File: src/rtt_pkg.sv
package rtt_pkg;

   localparam int ENTRIES = 16;
   localparam int IDX_W = (ENTRIES > 1) ? $clog2(ENTRIES) : 1;
   localparam int CNT_W = $clog2(ENTRIES + 1);

   localparam logic [1:0] REQ_SEND = 2'd0;
   localparam logic [1:0] REQ_ACK  = 2'd1;
   localparam logic [1:0] REQ_TICK = 2'd2;
   localparam logic [1:0] REQ_NACK = 2'd3;

   localparam logic [3:0] ST_SENT      = 4'd0;
   localparam logic [3:0] ST_RETX      = 4'd1;
   localparam logic [3:0] ST_NONE_DUE  = 4'd2;
   localparam logic [3:0] ST_ACK_CLR   = 4'd3;
   localparam logic [3:0] ST_ACK_NOTUS = 4'd4;
   localparam logic [3:0] ST_ACK_UNK   = 4'd5;
   localparam logic [3:0] ST_HASH_MISS = 4'd6;
   localparam logic [3:0] ST_ZERO_ID   = 4'd7;
   localparam logic [3:0] ST_DUP       = 4'd8;
   localparam logic [3:0] ST_BAD_DEST  = 4'd9;
   localparam logic [3:0] ST_FULL      = 4'd10;
   localparam logic [3:0] ST_EXHAUST   = 4'd11;
   localparam logic [3:0] ST_NACK      = 4'd12;
   localparam logic [3:0] ST_NACK_NOTUS = 4'd13;

   localparam logic [1:0] CSR_SELF  = 2'd0;
   localparam logic [1:0] CSR_BASE  = 2'd1;
   localparam logic [1:0] CSR_MAX   = 2'd2;
   localparam logic [1:0] CSR_TRIES = 2'd3;

   typedef struct packed {
      logic [31:0] msg_id;
      logic        link;
      logic [9:0]  tries;
      logic [63:0] last_send;
      logic [63:0] hash_lo;
      logic [63:0] hash_hi;
   } entry_type;

   typedef struct packed {
      logic [1:0]  own_party;
      logic [15:0] base_timeout;
      logic [19:0] max_timeout;
      logic [9:0]  max_tries;
   } cfg_type;

endpackage

File: src/rtt_entry_ram.sv
module rtt_entry_ram (
   input  logic                      clock,
   input  logic                      wr_en,
   input  logic [rtt_pkg::IDX_W-1:0] wr_addr,
   input  rtt_pkg::entry_type        wr_data,
   input  logic [rtt_pkg::IDX_W-1:0] rd_addr,
   output rtt_pkg::entry_type        rd_data
);
   import rtt_pkg::*;

   entry_type mem [ENTRIES];
   entry_type rd_data_ff;

   always_ff @(posedge clock) begin
      if (wr_en) begin
         mem[wr_addr] <= wr_data;
      end
      rd_data_ff <= mem[rd_addr];
   end

   assign rd_data = rd_data_ff;
endmodule

File: src/rtt_timeout.sv
// Backed-off timeout, registered.
module rtt_timeout (
   input  logic        clock,
   input  logic [15:0] base_timeout,
   input  logic [19:0] max_timeout,
   input  logic [9:0]  tries,
   output logic [19:0] rto
);
   import rtt_pkg::*;

   logic [19:0] rto_ff;
   logic [19:0] rto_in;
   logic [50:0] shifted;

   always_comb begin
      shifted = {35'd0, base_timeout} << tries[4:0];
      if (tries >= 10'd31 || shifted > {31'd0, max_timeout}) begin
         rto_in = max_timeout;
      end else begin
         rto_in = shifted[19:0];
      end
   end

   always_ff @(posedge clock) begin
      rto_ff <= rto_in;
   end

   assign rto = rto_ff;
endmodule

File: src/retransmit_timer_table.sv
// Send/ack: one RAM read per entry for the id search.
// Tick: each entry scanned is read, its timeout registered, then compared and written back;
// the scan stops early on exhaustion, and a stalled output holds it.
// Each tick result is held until the next due entry or the scan end, so it can carry last.
// Nack: no search. One transaction in flight; next accepted once the last result is taken.
// Reset (synchronous, active high) clears the valid bits, the FSM and restores register defaults.
module retransmit_timer_table (
   input  logic         clock,
   input  logic         reset,
   input  logic         csr_we,
   input  logic [1:0]   csr_index,
   input  logic [19:0]  csr_wdata,
   input  logic         req_tvalid,
   output logic         req_tready,
   // msg_id[31:0], dest[39:32], hash_lo[103:40], hash_hi[167:104], now_ms[231:168]
   input  logic [231:0] req_tdata,
   input  logic [1:0]   req_tuser,   // req_type
   output logic         rsp_tvalid,
   input  logic         rsp_tready,
   // status[3:0], msg_id_res[35:4], link[36], zero fill to 40
   output logic [39:0]  rsp_tdata,
   output logic         rsp_tlast
);
   import rtt_pkg::*;

   localparam logic [2:0] S_IDLE = 3'd0;
   localparam logic [2:0] S_SRCH = 3'd1;
   localparam logic [2:0] S_DEC  = 3'd2;
   localparam logic [2:0] S_TRD  = 3'd3;
   localparam logic [2:0] S_TTO  = 3'd4;
   localparam logic [2:0] S_TCMP = 3'd5;
   localparam logic [2:0] S_OUT  = 3'd6;
   localparam logic [2:0] S_TEND = 3'd7;

   cfg_type cfg_ff;
   always_ff @(posedge clock) begin
      if (reset) begin
         cfg_ff <= '{own_party: 2'd0, base_timeout: 16'd50, max_timeout: 20'd10000,
                     max_tries: 10'd400};
      end else if (csr_we) begin
         case (csr_index)
            CSR_SELF:  cfg_ff.own_party    <= csr_wdata[1:0];
            CSR_BASE:  cfg_ff.base_timeout <= csr_wdata[15:0];
            CSR_MAX:   cfg_ff.max_timeout  <= csr_wdata[19:0];
            CSR_TRIES: cfg_ff.max_tries    <= csr_wdata[9:0];
            default: ;
         endcase
      end
   end

   logic [2:0]       state_ff;
   logic [1:0]       req_ff;
   logic [31:0]      id_ff;
   logic [7:0]       dst_ff;
   logic [63:0]      hlo_ff, hhi_ff, now_ff;
   logic [ENTRIES-1:0] valid_ff;
   logic [CNT_W-1:0] idx_ff;      // entry being read / scanned
   logic             found_ff;
   logic [IDX_W-1:0] found_idx_ff;
   logic             stop_ff;
   logic             rsp_valid_ff;
   logic [3:0]       rsp_status_ff;
   logic [31:0]      rsp_id_ff;
   logic             rsp_link_ff;
   logic             rsp_last_ff;
   // newest tick result, waiting until the scan knows whether it is the last
   logic             hold_ff;
   logic [3:0]       hold_status_ff;
   logic [31:0]      hold_id_ff;
   logic             hold_link_ff;

   logic             ram_we;
   logic [IDX_W-1:0] ram_waddr;
   entry_type        ram_wdata;
   logic [IDX_W-1:0] ram_raddr;
   entry_type        ram_rdata;
   logic [19:0]      rto;

   rtt_entry_ram u_ram (
      .clock(clock), .wr_en(ram_we), .wr_addr(ram_waddr), .wr_data(ram_wdata),
      .rd_addr(ram_raddr), .rd_data(ram_rdata)
   );

   rtt_timeout u_to (
      .clock(clock), .base_timeout(cfg_ff.base_timeout), .max_timeout(cfg_ff.max_timeout),
      .tries(ram_rdata.tries), .rto(rto)
   );

   logic [1:0] next_p, prev_p;
   always_comb begin
      case (cfg_ff.own_party)
         2'd1:    begin next_p = 2'd2; prev_p = 2'd0; end
         2'd2:    begin next_p = 2'd0; prev_p = 2'd1; end
         default: begin next_p = 2'd1; prev_p = 2'd2; end
      endcase
   end

   // lowest free entry
   logic             free_any;
   logic [IDX_W-1:0] free_idx;
   always_comb begin
      free_any = 1'b0;
      free_idx = '0;
      for (int i = ENTRIES - 1; i >= 0; i--) begin
         if (!valid_ff[i]) begin
            free_any = 1'b1;
            free_idx = IDX_W'(i);
         end
      end
   end

   logic [IDX_W-1:0] prev_idx;
   logic             prev_hit;
   assign prev_idx = idx_ff[IDX_W-1:0] - IDX_W'(1);
   assign prev_hit = valid_ff[prev_idx] && ram_rdata.msg_id == id_ff;

   logic        rsp_free;
   assign rsp_free   = !rsp_valid_ff || rsp_tready;
   assign req_tready = (state_ff == S_IDLE) && !rsp_valid_ff;

   logic [63:0] elapsed;
   logic        due;
   assign elapsed = now_ff - ram_rdata.last_send;
   assign due = valid_ff[idx_ff[IDX_W-1:0]] && now_ff >= ram_rdata.last_send
                && elapsed >= {44'd0, rto};

   logic        scan_done;
   logic        emit_en;
   assign scan_done = stop_ff || idx_ff == CNT_W'(ENTRIES);

   always_comb begin
      emit_en = 1'b0;
      if (rsp_free) begin
         case (state_ff)
            S_DEC:   emit_en = 1'b1;
            S_TRD:   emit_en = scan_done;
            S_TCMP:  emit_en = due && hold_ff;
            default: emit_en = 1'b0;
         endcase
      end
   end

   always_comb begin
      ram_raddr = idx_ff[IDX_W-1:0];
      ram_we    = 1'b0;
      ram_waddr = idx_ff[IDX_W-1:0];
      ram_wdata = ram_rdata;
      if (state_ff == S_DEC && req_ff == REQ_SEND) begin
         ram_waddr = free_idx;
         ram_wdata = '{msg_id: id_ff, link: (dst_ff == {6'd0, next_p}),
                       tries: 10'd0, last_send: now_ff, hash_lo: hlo_ff, hash_hi: hhi_ff};
      end else if (state_ff == S_TCMP) begin
         ram_wdata.tries     = ram_rdata.tries + 10'd1;
         ram_wdata.last_send = now_ff;
      end
      if (state_ff == S_DEC && req_ff == REQ_SEND && id_ff != 32'd0 && !found_ff
          && (dst_ff == {6'd0, next_p} || dst_ff == {6'd0, prev_p}) && free_any) begin
         ram_we = 1'b1;
      end
      if (state_ff == S_TCMP && rsp_free && due && ram_rdata.tries < cfg_ff.max_tries) begin
         ram_we = 1'b1;
      end
   end

   task automatic emit(input logic [3:0] st, input logic [31:0] id, input logic lk,
                       input logic lst);
      rsp_status_ff <= st;
      rsp_id_ff     <= id;
      rsp_link_ff   <= lk;
      rsp_last_ff   <= lst;
   endtask

   always_ff @(posedge clock) begin
      if (reset) begin
         rsp_valid_ff <= 1'b0;
      end else if (emit_en) begin
         rsp_valid_ff <= 1'b1;
      end else if (rsp_tready) begin
         rsp_valid_ff <= 1'b0;
      end
   end

   always_ff @(posedge clock) begin
      if (reset) begin
         state_ff <= S_IDLE;
         valid_ff <= '0;
         hold_ff  <= 1'b0;
      end else begin
         case (state_ff)
            S_IDLE: begin
               if (req_tvalid && req_tready) begin
                  req_ff   <= req_tuser;
                  id_ff    <= req_tdata[31:0];
                  dst_ff   <= req_tdata[39:32];
                  hlo_ff   <= req_tdata[103:40];
                  hhi_ff   <= req_tdata[167:104];
                  now_ff   <= req_tdata[231:168];
                  idx_ff   <= '0;
                  found_ff <= 1'b0;
                  stop_ff  <= 1'b0;
                  hold_ff  <= 1'b0;
                  found_idx_ff <= '0;
                  case (req_tuser)
                     REQ_TICK: state_ff <= S_TRD;
                     REQ_NACK: state_ff <= S_DEC;
                     default:  state_ff <= S_SRCH;
                  endcase
               end
            end
            S_SRCH: begin
               // read address idx; data of idx-1 arrives now
               if (idx_ff != '0 && prev_hit && !found_ff) begin
                  found_ff     <= 1'b1;
                  found_idx_ff <= prev_idx;
               end
               if (idx_ff == CNT_W'(ENTRIES)) begin
                  state_ff <= S_OUT;
               end else begin
                  idx_ff <= idx_ff + CNT_W'(1);
               end
            end
            S_OUT: begin
               // re-read the matched entry for ack
               idx_ff   <= CNT_W'(found_idx_ff);
               state_ff <= S_TEND;
            end
            S_TEND: begin
               state_ff <= S_DEC;
            end
            S_DEC: begin
               if (rsp_free) begin
                  state_ff <= S_IDLE;
                  case (req_ff)
                     REQ_SEND: begin
                        if (id_ff == 32'd0) emit(ST_ZERO_ID, id_ff, 1'b0, 1'b1);
                        else if (found_ff) emit(ST_DUP, id_ff, 1'b0, 1'b1);
                        else if (dst_ff != {6'd0, next_p} && dst_ff != {6'd0, prev_p})
                           emit(ST_BAD_DEST, id_ff, 1'b0, 1'b1);
                        else if (!free_any) emit(ST_FULL, id_ff, 1'b0, 1'b1);
                        else begin
                           valid_ff[free_idx] <= 1'b1;
                           emit(ST_SENT, id_ff, dst_ff == {6'd0, next_p}, 1'b1);
                        end
                     end
                     REQ_ACK: begin
                        if (dst_ff != {6'd0, cfg_ff.own_party})
                           emit(ST_ACK_NOTUS, id_ff, 1'b0, 1'b1);
                        else if (!found_ff) emit(ST_ACK_UNK, id_ff, 1'b0, 1'b1);
                        else if (ram_rdata.hash_lo != hlo_ff || ram_rdata.hash_hi != hhi_ff)
                           emit(ST_HASH_MISS, id_ff, ram_rdata.link, 1'b1);
                        else begin
                           valid_ff[found_idx_ff] <= 1'b0;
                           emit(ST_ACK_CLR, id_ff, ram_rdata.link, 1'b1);
                        end
                     end
                     default: begin
                        emit((dst_ff == {6'd0, cfg_ff.own_party}) ? ST_NACK : ST_NACK_NOTUS,
                             id_ff, 1'b0, 1'b1);
                     end
                  endcase
               end
            end
            S_TRD: begin
               if (scan_done) begin
                  if (rsp_free) begin
                     if (hold_ff) emit(hold_status_ff, hold_id_ff, hold_link_ff, 1'b1);
                     else emit(ST_NONE_DUE, 32'd0, 1'b0, 1'b1);
                     hold_ff  <= 1'b0;
                     state_ff <= S_IDLE;
                  end
               end else begin
                  state_ff <= S_TTO;   // RAM read in flight
               end
            end
            S_TTO: begin
               state_ff <= S_TCMP;     // timeout register loads
            end
            S_TCMP: begin
               if (rsp_free) begin
                  if (due) begin
                     if (hold_ff) emit(hold_status_ff, hold_id_ff, hold_link_ff, 1'b0);
                     hold_ff      <= 1'b1;
                     hold_id_ff   <= ram_rdata.msg_id;
                     hold_link_ff <= ram_rdata.link;
                     if (ram_rdata.tries >= cfg_ff.max_tries) begin
                        hold_status_ff <= ST_EXHAUST;
                        stop_ff        <= 1'b1;
                     end else begin
                        hold_status_ff <= ST_RETX;
                     end
                  end
                  idx_ff   <= idx_ff + CNT_W'(1);
                  state_ff <= S_TRD;
               end
            end
            default: state_ff <= S_IDLE;
         endcase
      end
   end

   assign rsp_tvalid = rsp_valid_ff;
   assign rsp_tdata  = {3'd0, rsp_link_ff, rsp_id_ff, rsp_status_ff};
   assign rsp_tlast  = rsp_last_ff;
endmodule

File: config.mk
export PLATFORM = sky130hd
export DESIGN_NAME = retransmit_timer_table
export DESIGN_NICKNAME = d
export VERILOG_FILES = /design/src/rtt_pkg.sv /design/src/rtt_entry_ram.sv /design/src/rtt_timeout.sv /design/src/retransmit_timer_table.sv
export SDC_FILE = /design/constraint.sdc
export NUM_CORES = 2
export LEC_CHECK = 0
export ABC_AREA = 1
export BUFFER_PORTS_ARGS = -buffer_cell sky130_fd_sc_hd__buf_4
export CORE_MARGIN = 3
export CORE_UTILIZATION = 45
export DETAILED_ROUTE_END_ITERATION = 6
export HOLD_SLACK_MARGIN = 0.05
export SLEW_MARGIN = 20
export SYNTH_ARGS = -nofsm -noshare
export SYNTH_HDL_FRONTEND = slang
export SYNTH_SLANG_ARGS = --single-unit
File: constraint.sdc
create_clock -name clock -period 41.5 [get_ports clock]
set_input_delay 2.075 -clock clock [delete_from_list [all_inputs] [get_ports clock]]
set_output_delay 2.075 -clock clock [all_outputs]
set_load 0.01 [all_outputs]
# After elaboration in Yosys (flattened, before gate mapping)
# Memory sizes are Yosys's and may differ from the RTL's. A register that Yosys moved wholly into a read port is not among the register bits.
# Index checks and enable logic that the tools add are counted.
[word_totals]
regBits = 409
mem_bits_rw = 3760
input_bits = 261
out_inout_bits = 43
memories = 1
[op_classes]
addsub = 4
n_lt_le_gt_ge = 12
n_eq_ne = 43
shift = 1
mux = 137
n_bitwise = 4
n_reduce_logical = 53
[memory_table]
columns = ["name", "depth", "width", "read_ports", "rd_ports_with_merged_regs", "wr", "line", "rtl"]
rows = [
  ["u_ram.mem", 16, 235, 1, 1, 1, "rtt_entry_ram.sv:11", "entry_type mem [ENTRIES];"],
]
[op_table]
columns = ["op", "n"]
rows = [
  ["32-bit two-way mux", 7],
  ["74-bit two-way mux", 2],
  ["128-bit two-way mux", 1],
  ["64-bit != test", 2],
  ["4-bit two-way mux", 31],
  ["16-bit two-way mux", 7],
  ["32-bit one-hot mux with 3 select lines", 1],
  ["64-bit by 20-bit >= comparator with 1-bit output", 1],
  ["64-bit >= comparator", 1],
  ["64-bit subtractor", 1],
  ["1-bit two-way mux", 55],
  ["51-bit by 20-bit greater-than comparator with 1-bit output", 1],
  ["16-bit by 5-bit left shift with 51-bit output", 1],
  ["33-bit two-way mux", 1],
  ["32-bit == test", 1],
  ["32-bit zero test", 1],
  ["2-bit != test, second input constant", 16],
  ["16-bit one-hot mux with 2 select lines", 1],
  ["32-bit nonzero test", 1],
  ["8-bit by 2-bit == test with 1-bit output", 3],
  ["3-bit two-way mux", 8],
  ["8-bit by 2-bit != test with 1-bit output", 3],
  ["3-bit one-hot mux with 8 select lines", 1],
  ["4-bit by 5-bit < comparator with 1-bit output, second input constant", 4],
  ["other kinds (44)", 103],
]

# Logic depth before layout (Yosys ltp)
[logic_depth]
word_depth = 26
ltp_mapped = 28

# Hierarchy
# A second synthesis with hierarchy kept.
[unflattened]
hier_cells = 18308
area_unflattened_um2 = 189485.5
[by_module_without_submodules]
columns = ["mod", "instances", "cells_per_inst", "area_per_inst_um2", "seq_area_each_um2"]
rows = [
  ["rtt_entry_ram", 1, 14260, 160522.7, 117612.8],
  ["retransmit_timer_table", 1, 3583, 26176.4, 10900.5],
  ["rtt_timeout", 1, 465, 2786.4, 400.4],
]

# Worst setup path before layout
# No wires, ideal clock.
[synth_path]
path_kind = "register to register"
startpoint = "register now_ff[0]"
endpoint = "memory u_ram.mem[0][0] (netlist name), enable pin"
setup_ns = 0.835
arrival_ns = 12.784
required_time_ns = 40.665
path_slack_ns = 27.881
stages_incl_launch_ff = 29
cell_sequence = "edfxtp_1 inv_1 ha_1 inv_1 fa_1 nand3_1 nand3_1 nand2_1 nand2_1 nand2_1 nand2_1 xor2_1 ha_1 nand2_1 nor2_1 nand4_1 nor2_1 nor2_1 nand2_1 a21oi_1 nand3_1 nor2_1 nand3_1 nor2_1 nand3_1 nand4_1 nand2_1 nand2_1 nor2_1"
[synth_via]
elab_chain_len = 8
elab_cells_between_ends = 10
[synth_lines]
columns = ["element", "line", "rtl"]
rows = [
  ["start: declaration", "retransmit_timer_table.sv:55", "logic [63:0] hlo_ff, hhi_ff, now_ff;"],
  ["start signal: assignment", "retransmit_timer_table.sv:197", "now_ff <= req_tdata[231:168];"],
  ["64-bit subtractor or 64-bit >= comparator (tied branches)", "retransmit_timer_table.sv:123, retransmit_timer_table.sv:124", ""],
  ["64-bit by 20-bit >= comparator with 1-bit output or 1-bit logical AND (tied branches)", "retransmit_timer_table.sv:125, retransmit_timer_table.sv:124", ""],
  ["1-bit logical AND (*)", "retransmit_timer_table.sv:125", "&& elapsed >= {44'd0, rto};"],
  ["1-bit logical AND (*) (2 in series)", "retransmit_timer_table.sv:160", "if (state_ff == S_TCMP && rsp_free && due && ram_rdata.tries < cfg_ff.max_tries) begin"],
  ["1-bit two-way mux (*)", "retransmit_timer_table.sv:160", ""],
  ["1-bit two-way mux (*)", "rtt_entry_ram.sv:15", "if (wr_en) begin"],
  ["1-bit two-way mux (implied by the code) (*)", "rtt_entry_ram.sv:16", "mem[wr_addr] <= wr_data;"],
  ["end: declaration", "rtt_entry_ram.sv:11", ""],
]
# Mark *: on every way between the ends. The rest lies on a longest branch, timed or not.

# Worst setup path after layout
[layout_path]
startpoint = "register now_ff[0]"
endpoint = "memory u_ram.mem[10][41] (netlist name), enable pin"
# Same word-level chain as after synthesis.

==> out/summary.json <==
{
  "drt": {
    "drt_pre_antenna_iters": 6,
    "wl_met1_um": 219000,
    "routed_wire_length_per_instance_um": 24.9,
    "met3_wirelength_um": 33500,
    "drt_iter0_markers": 12500,
    "maxUsedRoutingLayer": "met5",
    "drt_wl_total_um": 502000,
    "drc": 0,
    "route.antenna.remaining_nets": 0,
    "detail_route.vias_per_cell": 5.64,
    "met2_wirelength_um": 236000,
    "via_count": 114000
  },
  "timing": {
    "tmin_final_ns": 8.09,
    "clock.fmax_mhz": 124,
    "setup-violations-final": 0,
    "tightest_slew_ns": 1.27,
    "final.period_utilization": 0.195,
    "finClkSkew_ns": 0.104,
    "slew_headroom": 0.155,
    "slew_viol_final": 0,
    "setup_total_negative_slack_ns": 0,
    "hold_viol": 0,
    "grt_setup_unrepaired": "false",
    "timing.final.ws_setup_ns": 33.41
  },
  "synthesis": {
    "synth.yosys.seq_area_share": 0.731,
    "async_reset_ff_frac": 0,
    "synth.most_common_cell": "sky130_fd_sc_hd__edfxtp_1",
    "synthDistinctLibCells": 59,
    "synth.mux.area_fraction": 0.0000568,
    "main_combinational_cell_family_by_area_after_synthesis": "compound AO/OA/AOI/OAI gates",
    "syn_avg_cell_area_um2": 12.2,
    "synth_top_area_cell": "sky130_fd_sc_hd__edfxtp_1",
    "synth_area_leaders": "sky130_fd_sc_hd__edfxtp_1 (69%), sky130_fd_sc_hd__nand2_1 (6.6%), sky130_fd_sc_hd__dfxtp_1 (3.7%)",
    "synth_compound_gate_area_share": 0.107,
    "synth_top_cell_area_share": 0.694,
    "postSynthRegisterBits": 4401,
    "synthFlopType": "sky130_fd_sc_hd__edfxtp_1",
    "syn_area_um2": 176000,
    "synth-xor-area-share": 0.00725,
    "number_of_enable_type_register_cells_in_the_synthesized_netlist": 4077,
    "most_frequent_cells_after_synthesis": "sky130_fd_sc_hd__edfxtp_1 (4077), sky130_fd_sc_hd__nand2_1 (3124), sky130_fd_sc_hd__a21oi_1 (1143)",
    "ys_warn_count": 0,
    "postSynthCellCount": 14400,
    "synthSimpleGateAreaFrac": 0.106,
    "yosys.area_share.adder": 0.00863
  },
  "power": {
    "total_leakage_power_nw": 70.9,
    "sw_frac_of_total": 0.354,
    "comb_power_share": 0.303,
    "seq_power_share": 0.412,
    "internal_power_mw": 9.26,
    "power_switching_mw": 5.08,
    "power.ir.vdd_worst_v": 0.0000655,
    "powerDensity_nw_per_um2": 71.8,
    "total_power_mw": 14.3,
    "power.clock.fraction": 0.285
  },
  "cells_and_area": {
    "share_of_final_layout_standard_cells_stronger_than_drive_strength_1": 0.0887,
    "fillerInstances": 33400,
    "fin_nets": 15000,
    "area_delta_synth_final_pct": 13.3
  },
  "worst_setup_path": {
    "rr_worst_depth": 31,
    "path_buf_inv": 5,
    "crit_top_cell": "sky130_fd_sc_hd__nand2_1",
    "worst_ep_arrival_time_ns": 8.69,
    "setup.worst_path.start_class": "flip-flop",
    "slowest_delay_ns": 0.87,
    "critical_path_class": "flip-flop to flip-flop",
    "path_depth": 31,
    "setup.worst_path.end_class": "flip-flop",
    "critPathTopFamily": "simple AND/OR/NAND/NOR gates",
    "worst-endpoint-required_ns": 42.10,
    "crit_path_max_fanout": 42,
    "crit_path_top_delay_cell": "sky130_fd_sc_hd__buf_4"
  },
  "global_routing": {
    "grt_pass1_wl_um": 729000,
    "grt_pass1_vias": 108000,
    "antenna_found_initial": 18,
    "grt_max_degree": 223,
    "grt_use_total": 0.244,
    "grt_overflow": 0
  },
  "clock_tree": {
    "cts_tree": "done",
    "post-cts-setup-buffer-count": 0,
    "cts_inserted_buffers": 444,
    "ctsHoldBuffers": 0,
    "numClockSinks": 4401,
    "clk-insertion-delay-late_ns": 1.00,
    "post_cts_resize_count": 0,
    "root_buffer": "sky130_fd_sc_hd__clkbuf_16",
    "cts.path.max_buffers": 4,
    "h_tree_depth": 5,
    "clkSlewWorstSetupHoldPaths_ns": 0.06
  },
  "hold_path": {
    "timing.hold.worst.class": "flip-flop to flip-flop",
    "whs_path_depth": 0
  },
  "place": {
    "port-buffer-count": 300,
    "minimum_setup_slack_after_placement_ns": 33.41,
    "place.gp.congestion": 0.908,
    "dp.final_hpwl_um": 264000
  },
  "run": {
    "max_cap_viol_count": 0
  },
  "floorplanning": {
    "fp-row-count": 229,
    "die_width_um": 632,
    "initial_utilization": 0.453,
    "design.die.area_um2": 399000,
    "die_h_um": 632,
    "ios": 304,
    "placeableCoreArea_um2": 390000
  },
  "outcome": {
    "outcome": "finished, final reports clean"
  }
}
state kept, by name, indices dropped and copies added (netlist names), 2 cells and up:
name	flops
hold_id_ff	32
idx_ff	5
u_ram.mem	3760
u_to.rto	20
u_ram.rd_data	235
valid_ff	16
found_idx_ff	4
rsp_id_ff	32
state_ff	3
now_ff	64
hhi_ff	64
cfg_ff	48
hlo_ff	64
id_ff	32
dst_ff	8
req_ff	2
rsp_status_ff	4
worst register-to-register path: cells and delay by family, from the launching register on:
family / cells / cell delay (ns)
compound gates: 1 / 0.13
buf+inv: 5 / 2.81
xor+xnor: 1 / 0.20
flops: 1 / 0.36
simple gates: 21 / 3.33
fa+ha+maj: 3 / 0.85
final timing paths:
check,startpoint,end,slack [ns]
worst max-delay path,now_ff[0],u_ram.mem[10][41],33.41
worst min-delay path,u_ram.rd_data[209],hold_id_ff[6],0.44
worst max register to register,now_ff[0],u_ram.mem[10][41],33.41
worst min register to register,u_ram.rd_data[209],hold_id_ff[6],0.44
per-stage QoR:
stage	cell area (µm²)	hold slack [ns]	std cells	util
2_1_floorplan	176000	0.408	14400	-
3_3_place_gp	185000	0.418	19400	0.474
3_5_place_dp	185000	0.419	19400	0.474
4_1_cts	200000	0.435	20200	0.513
5_1_grt	200000	0.447	20200	0.513
6_report	200000	0.438	20200	0.513
cells by family after synthesis:
logic type | after synthesis
and+or+nand+nor | 4678
adders and majority gates | 121
xor gates and xnor gates | 146
AOI/OAI and AO/OA | 3224
buffers and inverters | 1830
other | 1
muxes | 1
DFF | 4401
area by class of cell:
type / instances / area [µm²] / area share
Timing Repair Buffer: 571 / 4670 / 0.0234
Sequential cell: 4401 / 129000 / 0.645
Multi-Input combinational cell: 8173 / 40800 / 0.204
Inverter: 1025 / 3900 / 0.0195
Clock buffer: 633 / 12500 / 0.0627
Tap cell: 5197 / 6500 / 0.0325
Antenna cell: 7 / 17.5 / 0.0000877
Clock inverter: 205 / 2490 / 0.0125
routing by layer:
metal,GRT usage,vias up
met5,0,-
met4,0.0676,2
met3,0.0251,748
met2,0.397,4174
met1,0.350,56800
li1,-,52200
cell usage in the layout, fill, tap and decap left out, types with 8 or more instances in the layout:
cell	instances
sky130_fd_sc_hd__nand3_1	608
sky130_fd_sc_hd__nor4_1	22
sky130_fd_sc_hd__clkinv_2	53
sky130_fd_sc_hd__o21ai_2	32
sky130_fd_sc_hd__o21bai_1	16
sky130_fd_sc_hd__xor2_1	39
sky130_fd_sc_hd__clkinv_8	11
sky130_fd_sc_hd__inv_8	8
sky130_fd_sc_hd__dfxtp_1	324
sky130_fd_sc_hd__nand2_1	3122
sky130_fd_sc_hd__o2111ai_1	238
sky130_fd_sc_hd__bufinv_16	41
sky130_fd_sc_hd__xnor2_1	107
sky130_fd_sc_hd__clkbuf_8	62
sky130_fd_sc_hd__buf_4	540
sky130_fd_sc_hd__o211ai_1	63
sky130_fd_sc_hd__buf_12	31
sky130_fd_sc_hd__inv_1	1011
sky130_fd_sc_hd__a32o_1	137
sky130_fd_sc_hd__o21ai_1	27
sky130_fd_sc_hd__edfxtp_1	4077
sky130_fd_sc_hd__nand4_1	63
sky130_fd_sc_hd__ha_1	120
sky130_fd_sc_hd__a221oi_1	107
sky130_fd_sc_hd__clkbuf_1	123
sky130_fd_sc_hd__o21ai_0	1077
sky130_fd_sc_hd__clkbuf_16	448
sky130_fd_sc_hd__clkinv_16	11
sky130_fd_sc_hd__a21oi_1	1139
sky130_fd_sc_hd__o22ai_1	283
sky130_fd_sc_hd__nand3b_1	11
sky130_fd_sc_hd__nor2_1	750
sky130_fd_sc_hd__a31oi_1	77
sky130_fd_sc_hd__or2_2	15
sky130_fd_sc_hd__nor2_4	22
sky130_fd_sc_hd__nor3_1	40
sky130_fd_sc_hd__clkinv_1	59
sky130_fd_sc_hd__clkinvlp_4	17
power by group through the flow:
stage               clock network, mW  registers (mW)  logic (mW)
floorplan                           0            5.95        2.75
global placement                    0            6.00        4.29
detailed placement                  0            6.00        4.32
CTS                              4.15            5.91        4.34
global route                     4.32            5.93        4.78
finish                           4.08            5.91        4.35
No activity file was read; power rests on OpenSTA's default activity.
